===== src/sv/fsft_pkg.sv =====
// Shared types and constants for the fixed-timestep frame timer.
package fsft_pkg;

  localparam int unsigned DIV_W  = 48;
  localparam int unsigned DVSR_W = 24;
  localparam int unsigned CNT_W  = 6;

  localparam logic [1:0] FUNC_BEGIN = 2'd0;
  localparam logic [1:0] FUNC_FRAME = 2'd1;
  localparam logic [1:0] FUNC_QUERY = 2'd2;

  localparam logic [7:0] REG_STEP   = 8'd0;
  localparam logic [7:0] REG_MAXD   = 8'd1;
  localparam logic [7:0] REG_SCALE  = 8'd2;
  localparam logic [7:0] REG_PAUSED = 8'd3;

  localparam logic [19:0] DEFAULT_STEP  = 20'd16667;
  localparam logic [23:0] DEFAULT_MAXD  = 24'd250000;
  localparam logic [15:0] DEFAULT_SCALE = 16'd256;
  localparam logic [27:0] RATE_NUM     = 28'd256000000;

  // Reciprocal of ten scaled by 2^35, exact for any 32-bit dividend.
  localparam logic [31:0] RECIP_TEN = 32'hCCCCCCCD;

  localparam logic [1:0] OP_INST   = 2'd0;
  localparam logic [1:0] OP_SMOOTH = 2'd1;
  localparam logic [1:0] OP_ALPHA  = 2'd2;

  typedef struct packed {
    logic       latch;
    logic       exec;
    logic       mul;
    logic       upd;
    logic       div_start;
    logic       sm_mul;
    logic       cap;
    logic [1:0] op;
    logic       load_out;
  } cmd_t;

  typedef struct packed {
    logic [1:0] func;
    logic       paused;
    logic       d_zero;
    logic       div_done;
  } status_t;

endpackage


===== src/sv/fixed_timestep_frame_timer.sv =====
// Top level of the fixed-timestep frame timer.
// The input channel takes one item with a function code and a raw frame time
// in microseconds: begin frame, frame update or fixed-step query. Each item
// gives exactly one result item on the output channel with the current delta,
// accumulator, interpolation fraction, smoothed frame rate and counters.
// The configuration channel is always ready and writes the step length, the
// delta clip, the time scale and the pause flag by register index.
// Items are handled one at a time. The bit-serial divider gives the instant
// rate and the interpolation fraction, while the divide by ten of the rate
// filter is a reciprocal multiplication. The input is ready again in the
// cycle after the result is loaded, so a new item is taken only after the
// result of the last one is loaded. The next item is taken while a result
// waits in the output register; if the receiver stalls, the block holds the
// following result until that register is free. Reset restores the default
// configuration and clears all timing state, with no result pending.
module fixed_timestep_frame_timer (
  input  logic        clk_i,
  input  logic        rst_ni,
  input  logic        in_valid_i,
  output logic        in_ready_o,
  input  logic [1:0]  func_i,
  input  logic [23:0] raw_delta_us_i,
  output logic        out_valid_o,
  input  logic        out_ready_i,
  output logic [23:0] delta_us_o,
  output logic        fixed_due_o,
  output logic [31:0] accum_us_o,
  output logic [23:0] alpha_q16_o,
  output logic [27:0] fps_q8_o,
  output logic [47:0] frames_o,
  output logic [55:0] total_us_o,
  output logic [23:0] min_delta_seen_o,
  output logic [23:0] max_delta_seen_o,
  output logic [15:0] steps_this_frame_o,
  input  logic        cfg_valid_i,
  output logic        cfg_ready_o,
  input  logic [7:0]  cfg_index_i,
  input  logic [23:0] cfg_data_i
);

  fsft_pkg::cmd_t    cmd;
  fsft_pkg::status_t sts;

  assign cfg_ready_o = 1'b1;

  fsft_ctrl u_ctrl (
    .clk_i       (clk_i),
    .rst_ni      (rst_ni),
    .in_valid_i  (in_valid_i),
    .in_ready_o  (in_ready_o),
    .out_valid_o (out_valid_o),
    .out_ready_i (out_ready_i),
    .sts_i       (sts),
    .cmd_o       (cmd)
  );

  fsft_dpath u_dpath (
    .clk_i              (clk_i),
    .rst_ni             (rst_ni),
    .cfg_valid_i        (cfg_valid_i),
    .cfg_index_i        (cfg_index_i),
    .cfg_data_i         (cfg_data_i),
    .func_i             (func_i),
    .raw_delta_us_i     (raw_delta_us_i),
    .cmd_i              (cmd),
    .sts_o              (sts),
    .delta_us_o         (delta_us_o),
    .fixed_due_o        (fixed_due_o),
    .accum_us_o         (accum_us_o),
    .alpha_q16_o        (alpha_q16_o),
    .fps_q8_o           (fps_q8_o),
    .frames_o           (frames_o),
    .total_us_o         (total_us_o),
    .min_delta_seen_o   (min_delta_seen_o),
    .max_delta_seen_o   (max_delta_seen_o),
    .steps_this_frame_o (steps_this_frame_o)
  );

  a_busy_after_accept: assert property (@(posedge clk_i) disable iff (!rst_ni)
    (in_valid_i && in_ready_o) |=> !in_ready_o)
    else $error("input taken again right after an item");

  a_due_counts: assert property (@(posedge clk_i) disable iff (!rst_ni)
    (out_valid_o && fixed_due_o) |-> (steps_this_frame_o != '0))
    else $error("drained step not counted");

  a_min_le_max: assert property (@(posedge clk_i) disable iff (!rst_ni)
    (out_valid_o && min_delta_seen_o != '0) |-> (min_delta_seen_o <= max_delta_seen_o))
    else $error("minimum delta above maximum delta");

endmodule


===== src/sv/fsft_div.sv =====
// Bit-serial restoring divider, one quotient bit per cycle.
module fsft_div (
  input  logic                           clk_i,
  input  logic                           rst_ni,
  input  logic                           start_i,
  input  logic [fsft_pkg::DIV_W-1:0]     dividend_i,
  input  logic [fsft_pkg::DVSR_W-1:0]    divisor_i,
  output logic [fsft_pkg::DIV_W-1:0]     quot_o,
  output logic                           done_o
);

  logic [fsft_pkg::DIV_W-1:0]  q_q, q_d;
  logic [fsft_pkg::DVSR_W-1:0] r_q, r_d, dv_q, dv_d;
  logic [fsft_pkg::CNT_W-1:0]  cnt_q, cnt_d;
  logic                        busy_q, busy_d, done_q, done_d;
  logic [fsft_pkg::DVSR_W:0]   trial;
  logic [fsft_pkg::DVSR_W:0]   diff;

  assign trial = {r_q, q_q[fsft_pkg::DIV_W-1]};
  assign diff  = trial - {1'b0, dv_q};

  always_comb begin
    q_d    = q_q;
    r_d    = r_q;
    dv_d   = dv_q;
    cnt_d  = cnt_q;
    busy_d = busy_q;
    done_d = 1'b0;
    if (start_i) begin
      q_d    = dividend_i;
      r_d    = '0;
      dv_d   = divisor_i;
      cnt_d  = fsft_pkg::CNT_W'(fsft_pkg::DIV_W - 1);
      busy_d = 1'b1;
    end else if (busy_q) begin
      if (trial >= {1'b0, dv_q}) begin
        r_d = diff[fsft_pkg::DVSR_W-1:0];
        q_d = {q_q[fsft_pkg::DIV_W-2:0], 1'b1};
      end else begin
        r_d = trial[fsft_pkg::DVSR_W-1:0];
        q_d = {q_q[fsft_pkg::DIV_W-2:0], 1'b0};
      end
      cnt_d = cnt_q - 1'b1;
      if (cnt_q == '0) begin
        busy_d = 1'b0;
        done_d = 1'b1;
      end
    end
  end

  always_ff @(posedge clk_i or negedge rst_ni) begin
    if (!rst_ni) begin
      busy_q <= 1'b0;
      done_q <= 1'b0;
      cnt_q  <= '0;
    end else begin
      busy_q <= busy_d;
      done_q <= done_d;
      cnt_q  <= cnt_d;
    end
  end

  always_ff @(posedge clk_i) begin
    q_q  <= q_d;
    r_q  <= r_d;
    dv_q <= dv_d;
  end

  assign quot_o = q_q;
  assign done_o = done_q;

endmodule


===== src/sv/fsft_ctrl.sv =====
// Controller state machine that sequences one item through the datapath.
module fsft_ctrl (
  input  logic              clk_i,
  input  logic              rst_ni,
  input  logic              in_valid_i,
  output logic              in_ready_o,
  output logic              out_valid_o,
  input  logic              out_ready_i,
  input  fsft_pkg::status_t sts_i,
  output fsft_pkg::cmd_t    cmd_o
);

  localparam logic [3:0] S_IDLE   = 4'd0;
  localparam logic [3:0] S_EXEC   = 4'd1;
  localparam logic [3:0] S_MUL    = 4'd2;
  localparam logic [3:0] S_UPD    = 4'd3;
  localparam logic [3:0] S_INST   = 4'd4;
  localparam logic [3:0] S_WINST  = 4'd5;
  localparam logic [3:0] S_SMOOTH = 4'd6;
  localparam logic [3:0] S_WSM    = 4'd7;
  localparam logic [3:0] S_ALPHA  = 4'd8;
  localparam logic [3:0] S_WAL    = 4'd9;
  localparam logic [3:0] S_OUT    = 4'd10;

  logic [3:0] state_q, state_d;
  logic       ov_q, ov_d;

  assign in_ready_o  = (state_q == S_IDLE);
  assign out_valid_o = ov_q;

  always_comb begin
    state_d = state_q;
    cmd_o   = '0;
    case (state_q)
      S_IDLE: begin
        if (in_valid_i) begin
          cmd_o.latch = 1'b1;
          state_d     = S_EXEC;
        end
      end
      S_EXEC: begin
        cmd_o.exec = 1'b1;
        if (sts_i.func == fsft_pkg::FUNC_FRAME && !sts_i.paused) state_d = S_MUL;
        else state_d = S_ALPHA;
      end
      S_MUL: begin
        cmd_o.mul = 1'b1;
        state_d   = S_UPD;
      end
      S_UPD: begin
        cmd_o.upd = 1'b1;
        state_d   = S_INST;
      end
      S_INST: begin
        if (sts_i.d_zero) begin
          state_d = S_SMOOTH;
        end else begin
          cmd_o.div_start = 1'b1;
          cmd_o.op        = fsft_pkg::OP_INST;
          state_d         = S_WINST;
        end
      end
      S_WINST: begin
        cmd_o.op = fsft_pkg::OP_INST;
        if (sts_i.div_done) begin
          cmd_o.cap = 1'b1;
          state_d   = S_SMOOTH;
        end
      end
      S_SMOOTH: begin
        cmd_o.sm_mul = 1'b1;
        state_d      = S_WSM;
      end
      S_WSM: begin
        cmd_o.op  = fsft_pkg::OP_SMOOTH;
        cmd_o.cap = 1'b1;
        state_d   = S_ALPHA;
      end
      S_ALPHA: begin
        cmd_o.div_start = 1'b1;
        cmd_o.op        = fsft_pkg::OP_ALPHA;
        state_d         = S_WAL;
      end
      S_WAL: begin
        cmd_o.op = fsft_pkg::OP_ALPHA;
        if (sts_i.div_done) begin
          cmd_o.cap = 1'b1;
          state_d   = S_OUT;
        end
      end
      S_OUT: begin
        if (!ov_q || out_ready_i) begin
          cmd_o.load_out = 1'b1;
          state_d        = S_IDLE;
        end
      end
      default: state_d = S_IDLE;
    endcase
  end

  always_comb begin
    ov_d = ov_q;
    if (cmd_o.load_out) ov_d = 1'b1;
    else if (out_ready_i) ov_d = 1'b0;
  end

  always_ff @(posedge clk_i or negedge rst_ni) begin
    if (!rst_ni) begin
      state_q <= S_IDLE;
      ov_q    <= 1'b0;
    end else begin
      state_q <= state_d;
      ov_q    <= ov_d;
    end
  end

endmodule


===== src/sv/fsft_dpath.sv =====
// Datapath with configuration, timing state, divider and output register.
module fsft_dpath (
  input  logic              clk_i,
  input  logic              rst_ni,
  input  logic              cfg_valid_i,
  input  logic [7:0]        cfg_index_i,
  input  logic [23:0]       cfg_data_i,
  input  logic [1:0]        func_i,
  input  logic [23:0]       raw_delta_us_i,
  input  fsft_pkg::cmd_t    cmd_i,
  output fsft_pkg::status_t sts_o,
  output logic [23:0]       delta_us_o,
  output logic              fixed_due_o,
  output logic [31:0]       accum_us_o,
  output logic [23:0]       alpha_q16_o,
  output logic [27:0]       fps_q8_o,
  output logic [47:0]       frames_o,
  output logic [55:0]       total_us_o,
  output logic [23:0]       min_delta_seen_o,
  output logic [23:0]       max_delta_seen_o,
  output logic [15:0]       steps_this_frame_o
);

  logic [19:0] step_q;
  logic [23:0] maxd_q;
  logic [15:0] scale_q;
  logic        paused_q;
  logic [1:0]  func_q;
  logic [23:0] raw_q;
  logic [39:0] prod_q;
  logic [31:0] accum_q;
  logic [55:0] total_q;
  logic [47:0] frames_q;
  logic [23:0] min_q, max_q, last_q, alpha_q;
  logic [27:0] smooth_q, inst_q;
  logic [15:0] steps_q;
  logic        due_q;
  logic [63:0] sm_prod_q;

  logic [31:0] scaled;
  logic [23:0] dclip;
  logic [32:0] acc_sum;
  logic [56:0] tot_sum;
  logic [31:0] sm_num;
  logic [fsft_pkg::DIV_W-1:0]  dividend, quot;
  logic [fsft_pkg::DVSR_W-1:0] divisor;
  logic        div_done;

  assign scaled  = prod_q[39:8];
  assign dclip   = (scaled > {8'b0, maxd_q}) ? maxd_q : scaled[23:0];
  assign acc_sum = {1'b0, accum_q} + {9'b0, dclip};
  assign tot_sum = {1'b0, total_q} + {33'b0, dclip};
  assign sm_num  = {1'b0, smooth_q, 3'b0} + {4'b0, smooth_q} + {4'b0, inst_q} + 32'd5;

  always_comb begin
    case (cmd_i.op)
      fsft_pkg::OP_INST: begin
        dividend = {20'b0, fsft_pkg::RATE_NUM};
        divisor  = last_q;
      end
      default: begin
        dividend = {accum_q, 16'b0};
        divisor  = {4'b0, step_q};
      end
    endcase
  end

  fsft_div u_div (
    .clk_i      (clk_i),
    .rst_ni     (rst_ni),
    .start_i    (cmd_i.div_start),
    .dividend_i (dividend),
    .divisor_i  (divisor),
    .quot_o     (quot),
    .done_o     (div_done)
  );

  assign sts_o.func     = func_q;
  assign sts_o.paused   = paused_q;
  assign sts_o.d_zero   = (last_q == '0);
  assign sts_o.div_done = div_done;

  always_ff @(posedge clk_i or negedge rst_ni) begin
    if (!rst_ni) begin
      step_q   <= fsft_pkg::DEFAULT_STEP;
      maxd_q   <= fsft_pkg::DEFAULT_MAXD;
      scale_q  <= fsft_pkg::DEFAULT_SCALE;
      paused_q <= 1'b0;
      accum_q  <= '0;
      total_q  <= '0;
      frames_q <= '0;
      min_q    <= '1;
      max_q    <= '0;
      smooth_q <= '0;
      last_q   <= '0;
      steps_q  <= '0;
    end else begin
      if (cfg_valid_i) begin
        case (cfg_index_i)
          fsft_pkg::REG_STEP:
            step_q <= (cfg_data_i[19:0] == '0) ? fsft_pkg::DEFAULT_STEP : cfg_data_i[19:0];
          fsft_pkg::REG_MAXD:
            maxd_q <= (cfg_data_i == '0) ? fsft_pkg::DEFAULT_MAXD : cfg_data_i;
          fsft_pkg::REG_SCALE:  scale_q  <= cfg_data_i[15:0];
          fsft_pkg::REG_PAUSED: paused_q <= cfg_data_i[0];
          default: ;
        endcase
      end
      if (cmd_i.exec) begin
        case (func_q)
          fsft_pkg::FUNC_BEGIN: steps_q <= '0;
          fsft_pkg::FUNC_FRAME: if (paused_q) last_q <= '0;
          fsft_pkg::FUNC_QUERY: begin
            if (accum_q >= {12'b0, step_q}) begin
              accum_q <= accum_q - {12'b0, step_q};
              if (steps_q != '1) steps_q <= steps_q + 16'd1;
            end
          end
          default: ;
        endcase
      end
      if (cmd_i.upd) begin
        last_q  <= dclip;
        accum_q <= acc_sum[32] ? '1 : acc_sum[31:0];
        total_q <= tot_sum[56] ? '1 : tot_sum[55:0];
        if (frames_q != '1) frames_q <= frames_q + 48'd1;
        if (raw_q != '0) begin
          if (raw_q < min_q) min_q <= raw_q;
          if (raw_q > max_q) max_q <= raw_q;
        end
      end
      if (cmd_i.cap && cmd_i.op == fsft_pkg::OP_SMOOTH) smooth_q <= sm_prod_q[62:35];
    end
  end

  always_ff @(posedge clk_i) begin
    if (cmd_i.latch) begin
      func_q <= func_i;
      raw_q  <= raw_delta_us_i;
    end
    if (cmd_i.exec) begin
      due_q <= (func_q == fsft_pkg::FUNC_QUERY) && (accum_q >= {12'b0, step_q});
    end
    if (cmd_i.mul) prod_q <= raw_q * scale_q;
    if (cmd_i.sm_mul) sm_prod_q <= sm_num * fsft_pkg::RECIP_TEN;
    if (cmd_i.upd) inst_q <= '0;
    if (cmd_i.cap && cmd_i.op == fsft_pkg::OP_INST) inst_q <= quot[27:0];
    if (cmd_i.cap && cmd_i.op == fsft_pkg::OP_ALPHA) begin
      alpha_q <= (quot[47:24] != '0) ? '1 : quot[23:0];
    end
    if (cmd_i.load_out) begin
      delta_us_o         <= last_q;
      fixed_due_o        <= due_q;
      accum_us_o         <= accum_q;
      alpha_q16_o        <= alpha_q;
      fps_q8_o           <= smooth_q;
      frames_o           <= frames_q;
      total_us_o         <= total_q;
      min_delta_seen_o   <= (min_q == '1) ? '0 : min_q;
      max_delta_seen_o   <= max_q;
      steps_this_frame_o <= steps_q;
    end
  end

endmodule


===== config.mk =====
export PLATFORM = sky130hd
export DESIGN_NAME = fixed_timestep_frame_timer
export DESIGN_NICKNAME = d
export VERILOG_FILES = /design/src/sv/fsft_pkg.sv /design/src/sv/fixed_timestep_frame_timer.sv /design/src/sv/fsft_div.sv /design/src/sv/fsft_ctrl.sv /design/src/sv/fsft_dpath.sv
export SDC_FILE = /design/constraint.sdc
export NUM_CORES = 2
export LEC_CHECK = 0
export ABC_CLOCK_PERIOD_IN_PS = 14300
export BUFFER_PORTS_ARGS = -buffer_cell sky130_fd_sc_hd__buf_2
export CAP_MARGIN = 20
export CORE_MARGIN = 1
export CORE_UTILIZATION = 60
export CTS_BUF_LIST = sky130_fd_sc_hd__clkbuf_4 sky130_fd_sc_hd__clkbuf_8
export CTS_CLUSTER_DIAMETER = 50
export DETAILED_ROUTE_END_ITERATION = 12
export PLACE_DENSITY = 0.78
export SYNTH_ARGS = -nofsm -noshare
export SYNTH_HDL_FRONTEND = slang
export SYNTH_HIERARCHICAL = 1
export SYNTH_SLANG_ARGS = --single-unit

===== constraint.sdc =====
create_clock -name clk_i -period 14.3 [get_ports clk_i]
set_input_delay 1.43 -clock clk_i [delete_from_list [all_inputs] [get_ports clk_i]]
set_output_delay 1.43 -clock clk_i [all_outputs]
set_load 0.005 [all_outputs]

==> impl_metrics.prom <==
# TYPE chip_impl_metric gauge
chip_impl_metric{name="worstRegToRegCells",unit=""} 38
chip_impl_metric{name="dieWidth",unit="um"} 339.2
chip_impl_info{name="critPathCaptureType",value="flop"} 1
chip_impl_metric{name="via_count_of_the_first_global_routing_pass",unit=""} 49800
chip_impl_metric{name="route.vias.total",unit=""} 47920
chip_impl_metric{name="crit_path_max_incr_delay",unit="ns"} 0.97
chip_impl_metric{name="antenna_left",unit=""} 0
chip_impl_metric{name="power.density_cell_area",unit="nW/um2"} 72.60
chip_impl_metric{name="wl_per_cell",unit="um"} 22.48
chip_impl_metric{name="insertion_delay",unit="ns"} 0.85
chip_impl_metric{name="syn-cell-area",unit="um2"} 68220
chip_impl_metric{name="fp.dieArea",unit="um2"} 115100
chip_impl_info{name="postSynth.topFlopCell",value="sky130_fd_sc_hd__edfxtp_1"} 1
chip_impl_metric{name="synth_cell_types",unit=""} 98
chip_impl_info{name="worst_path_most_repeated_cell",value="sky130_fd_sc_hd__fa_1"} 1
chip_impl_metric{name="core_area",unit="um2"} 112700
chip_impl_metric{name="antenna_found_initial",unit=""} 17
chip_impl_metric{name="synth_top_area_share",unit="%"} 21.69
chip_impl_info{name="synth_top_cells_by_area",value="sky130_fd_sc_hd__fa_1, sky130_fd_sc_hd__edfxtp_1, sky130_fd_sc_hd__ha_1, sky130_fd_sc_hd__dfrtp_1, sky130_fd_sc_hd__inv_1"} 1
chip_impl_metric{name="finalHoldViolations",unit=""} 0
chip_impl_metric{name="clk_pin_slew",unit="ns"} 0.06
chip_impl_info{name="cp-start-kind",value="flop"} 1
chip_impl_metric{name="grt_pass1_wl",unit="um"} 286300
chip_impl_metric{name="io_buf_count",unit=""} 341
chip_impl_metric{name="hold_path_depth",unit=""} 0
chip_impl_metric{name="number_of_nets_in_the_layout",unit=""} 8057
chip_impl_info{name="critical_path.slowest_cell",value="sky130_fd_sc_hd__nor4_1"} 1
chip_impl_metric{name="finalCritPeriodShare",unit="%"} 85.49
chip_impl_metric{name="synth_seq_cells",unit=""} 838
chip_impl_metric{name="drt_wl_total",unit="um"} 185200
chip_impl_metric{name="cp.arrival",unit="ns"} 12.82
chip_impl_info{name="worstReg2RegEnd",value="u_dpath/sm_prod_q[49]"} 1
chip_impl_metric{name="clock_sink_count",unit=""} 838
chip_impl_metric{name="max_freq",unit="MHz"} 81.80
chip_impl_info{name="clock-root-buffer",value="sky130_fd_sc_hd__clkbuf_8"} 1
chip_impl_metric{name="final.setup_skew",unit="ns"} 0.04898
chip_impl_info{name="cts_tree",value="built"} 1
chip_impl_info{name="rsz_0062_raised_after_global_routing",value="false"} 1
chip_impl_metric{name="groute.usage.overall",unit="%"} 32.72
chip_impl_info{name="worst_hold_path.endpoint",value="u_dpath/alpha_q16_o[10]"} 1
chip_impl_metric{name="synth_edf_count",unit=""} 488
chip_impl_metric{name="worstPathMaxFanout",unit=""} 6
chip_impl_metric{name="post-route-drc-count",unit=""} 0
chip_impl_metric{name="number_of_buffers_on_the_longest_clock_path",unit=""} 3
chip_impl_metric{name="cts_resized",unit=""} 0
chip_impl_info{name="hold_path_startpoint",value="u_dpath/alpha_q[10]"} 1
chip_impl_metric{name="post-route-min-period",unit="ns"} 12.23
chip_impl_info{name="worstHoldPathType",value="flop to flop"} 1
chip_impl_info{name="crit-reg2reg-launch",value="u_dpath/smooth_q[1]"} 1
chip_impl_metric{name="synthesis.instances",unit=""} 6232
chip_impl_metric{name="final.setup.tns",unit="ns"} 0
chip_impl_metric{name="layout-area-overhead-vs-synth",unit="%"} 9.720
chip_impl_metric{name="largest_net_degree_at_the_start_of_global_routing",unit=""} 83
chip_impl_metric{name="synth.avg_cell_area",unit="um2"} 10.95
chip_impl_metric{name="worstMarginPinSlew",unit="ns"} 1.146
chip_impl_info{name="synth_top_area_cell",value="sky130_fd_sc_hd__fa_1"} 1
chip_impl_metric{name="start_util",unit="%"} 60.56
chip_impl_metric{name="worst_max_slew_margin_expressed_relative_to_the_limit",unit="%"} 23.07
chip_impl_metric{name="cts_hold_buf",unit=""} 0
chip_impl_metric{name="drt_iter0_markers",unit=""} 4109
chip_impl_metric{name="rows",unit=""} 123
chip_impl_metric{name="tritoncts.num_buffers",unit=""} 143
chip_impl_metric{name="ir_worst_vdd",unit="V"} 0.00009997
chip_impl_metric{name="leakage",unit="uW"} 0.03543
chip_impl_metric{name="place_congestion",unit=""} 1.033
chip_impl_metric{name="power.total",unit="uW"} 5434
chip_impl_metric{name="final_layout_size_suffix_gt1_share",unit="%"} 14.00
chip_impl_metric{name="regToRegSetupSlack",unit="ns"} 2.07
chip_impl_metric{name="synth-warning-count",unit=""} 6
chip_impl_info{name="setup.worst_path.class",value="flop to flop"} 1
chip_impl_metric{name="yosysSeqAreaShare",unit="%"} 34.21
chip_impl_metric{name="post-cts-setup-buffers",unit=""} 0
chip_impl_metric{name="chipHeight",unit="um"} 339.2
chip_impl_metric{name="design.portCount",unit=""} 343
chip_impl_metric{name="synth-async-reset-ratio",unit="%"} 38.90
chip_impl_metric{name="drt_pass1_iterations",unit=""} 6
chip_impl_metric{name="setup_violations",unit=""} 0
chip_impl_metric{name="vias_per_cell",unit=""} 5.815
chip_impl_metric{name="ctsHtreeMaxLevel",unit=""} 4
chip_impl_metric{name="drv.max_cap_violation_count",unit=""} 0
chip_impl_metric{name="finalMaxSlewViolations",unit=""} 0
chip_impl_metric{name="place_hpwl",unit="um"} 144900
chip_impl_info{name="outcome",value="finished clean"} 1
chip_impl_metric{name="required",unit="ns"} 14.90
chip_impl_metric{name="grt_overflow",unit=""} 0
[registers in the layout (all words and copies together), names as in the netlist, 28 cells and up]
| signal | flops |
|---|---|
| u_dpath/frames_q | 48 |
| u_dpath/total_us_o | 56 |
| u_dpath/frames_o | 48 |
| u_dpath/total_q | 56 |
| u_dpath/accum_q | 32 |
| u_dpath/sm_prod_q | 28 |
| u_dpath/inst_q | 28 |
| u_dpath/u_div/quot_o | 48 |
| u_dpath/fps_q8_o | 28 |
| u_dpath/smooth_q | 28 |
| u_dpath/accum_us_o | 32 |
| u_dpath/prod_q | 32 |
[through the flow]
step / worst slack, ns / cell area, um2 / util (%) / std cells / hold WS [ns]
floorplan: 4.408 / 68280 / - / 6246 / 0.4003
global placement: 2.708 / 71690 / 63.63 / 7965 / 0.4016
detailed placement: 2.444 / 71690 / 63.63 / 7965 / 0.4045
CTS: 2.419 / 74750 / 66.35 / 8230 / 0.4183
global route: 1.454 / 74850 / 66.44 / 8240 / 0.4296
finish: 2.075 / 74850 / 66.45 / 8241 / 0.4175
[metal layers]
layer  up-vias  GRT usage [%]  share of wire (%)
met4        14          13.15                4.0
met5         -              0              0.053
met2      2031          52.31                 47
met1     23980          43.98                 41
met3       433          6.692                7.9
li1      21460              -                  -
[how the worst max path moves through the flow]
| stage | start | end | slack, ns | cells after the start |
|---|---|---|---|---|
| finish | u_dpath/smooth_q[1] | u_dpath/sm_prod_q[49] | 2.07 | 38 |
| global route | u_dpath/smooth_q[1] | u_dpath/sm_prod_q[49] | 1.45 | 38 |
| CTS | u_dpath/smooth_q[1] | u_dpath/sm_prod_q[49] | 2.42 | 38 |
| detailed placement | u_dpath/smooth_q[1] | u_dpath/sm_prod_q[49] | 2.44 | 38 |
| global placement | u_dpath/smooth_q[1] | u_dpath/sm_prod_q[49] | 2.71 | 38 |
| floorplan | u_dpath/smooth_q[1] | u_dpath/sm_prod_q[53] | 4.41 | 38 |
[logic make-up (layout without fill, tap and decap cells)]
| family | after synthesis | after routing | share of synthesized area [%] |
|---|---|---|---|
| buf+inv | 1301 | 1789 | 7.307 |
| xor+xnor | 265 | 265 | 3.402 |
| other cells | 2 | 23 | 0.01101 |
| compound gates | 854 | 854 | 8.240 |
| simple gates | 1398 | 1398 | 10.11 |
| fa+ha+maj | 1380 | 1380 | 33.44 |
| flops | 838 | 838 | 34.21 |
| mux | 194 | 194 | 3.274 |
[synth_stat cells (all sizes together), types with 11 or more instances]
cell type,count
inv,1099
fa,739
ha,641
nand2,516
edfxtp,488
dfrtp,288
a21oi,231
nor2,201
o21ai,198
mux2,173
clkbuf,165
xnor2,162
and2,128
a21o,125
xor2,103
nand3,82
nand4,79
and3,74
nor2b,71
nor3,63
or3,44
nand2b,42
o22a,41
dfstp,38
buf,37
nor4,35
a211oi,31
o21a,30
a22o,26
dfxtp,24
o21bai,22
mux2i,21
a31oi,20
o211ai,15
a211o,14
o31ai,13
or2,13
nand3b,11
[critical path: cells and delay by family (launching register included)]
family                     cells  cell delay, ns
DFF                            1            0.43
AOI/OAI and AO/OA             13            3.84
buffers and inverters          5            0.40
adders and majority gates     12            5.18
and+or+nand+nor                6            1.54
xor gates and xnor gates       2            0.57
[layout by cell type, fill, tap and decap left out, types with 26 or more instances in the layout]
cell type and instances:
sky130_fd_sc_hd__a211oi_1 30, sky130_fd_sc_hd__a21o_1 125, sky130_fd_sc_hd__a21oi_1 226, sky130_fd_sc_hd__a22o_1 26, sky130_fd_sc_hd__and2_1 128, sky130_fd_sc_hd__and3_1 74
sky130_fd_sc_hd__buf_2 341, sky130_fd_sc_hd__buf_4 80, sky130_fd_sc_hd__clkbuf_4 51, sky130_fd_sc_hd__clkbuf_8 154, sky130_fd_sc_hd__dfrtp_1 288, sky130_fd_sc_hd__dfstp_2 38
sky130_fd_sc_hd__edfxtp_1 488, sky130_fd_sc_hd__fa_1 739, sky130_fd_sc_hd__ha_1 641, sky130_fd_sc_hd__inv_1 1098, sky130_fd_sc_hd__mux2_2 153, sky130_fd_sc_hd__nand2_1 516
sky130_fd_sc_hd__nand2b_1 41, sky130_fd_sc_hd__nand3_1 82, sky130_fd_sc_hd__nand4_1 79, sky130_fd_sc_hd__nor2_1 196, sky130_fd_sc_hd__nor2b_1 69, sky130_fd_sc_hd__nor3_1 60
sky130_fd_sc_hd__nor4_1 34, sky130_fd_sc_hd__o21a_1 30, sky130_fd_sc_hd__o21ai_0 186, sky130_fd_sc_hd__o22a_1 41, sky130_fd_sc_hd__or3_1 44, sky130_fd_sc_hd__xnor2_1 162
sky130_fd_sc_hd__xor2_1 103
[where the power goes]
group          internal (uW)  total [uW]  switching [uW]
registers               2570        2590            13.4
clock network           1260        2300            1040
logic                    206         547             341
total                   4040        5430            1400
[cell type report]
cell class,count,area (um2)
inverter,1099,4125
sequential,838,23340
antenna,7,17.52
clock buffer,205,2502
tap,1500,1877
multi-input combinational,4107,40030
clock inverter,60,560.5
timing repair buffer,425,2405
fill,8719,37800
Note: power is estimated with default switching activity, not from simulation.
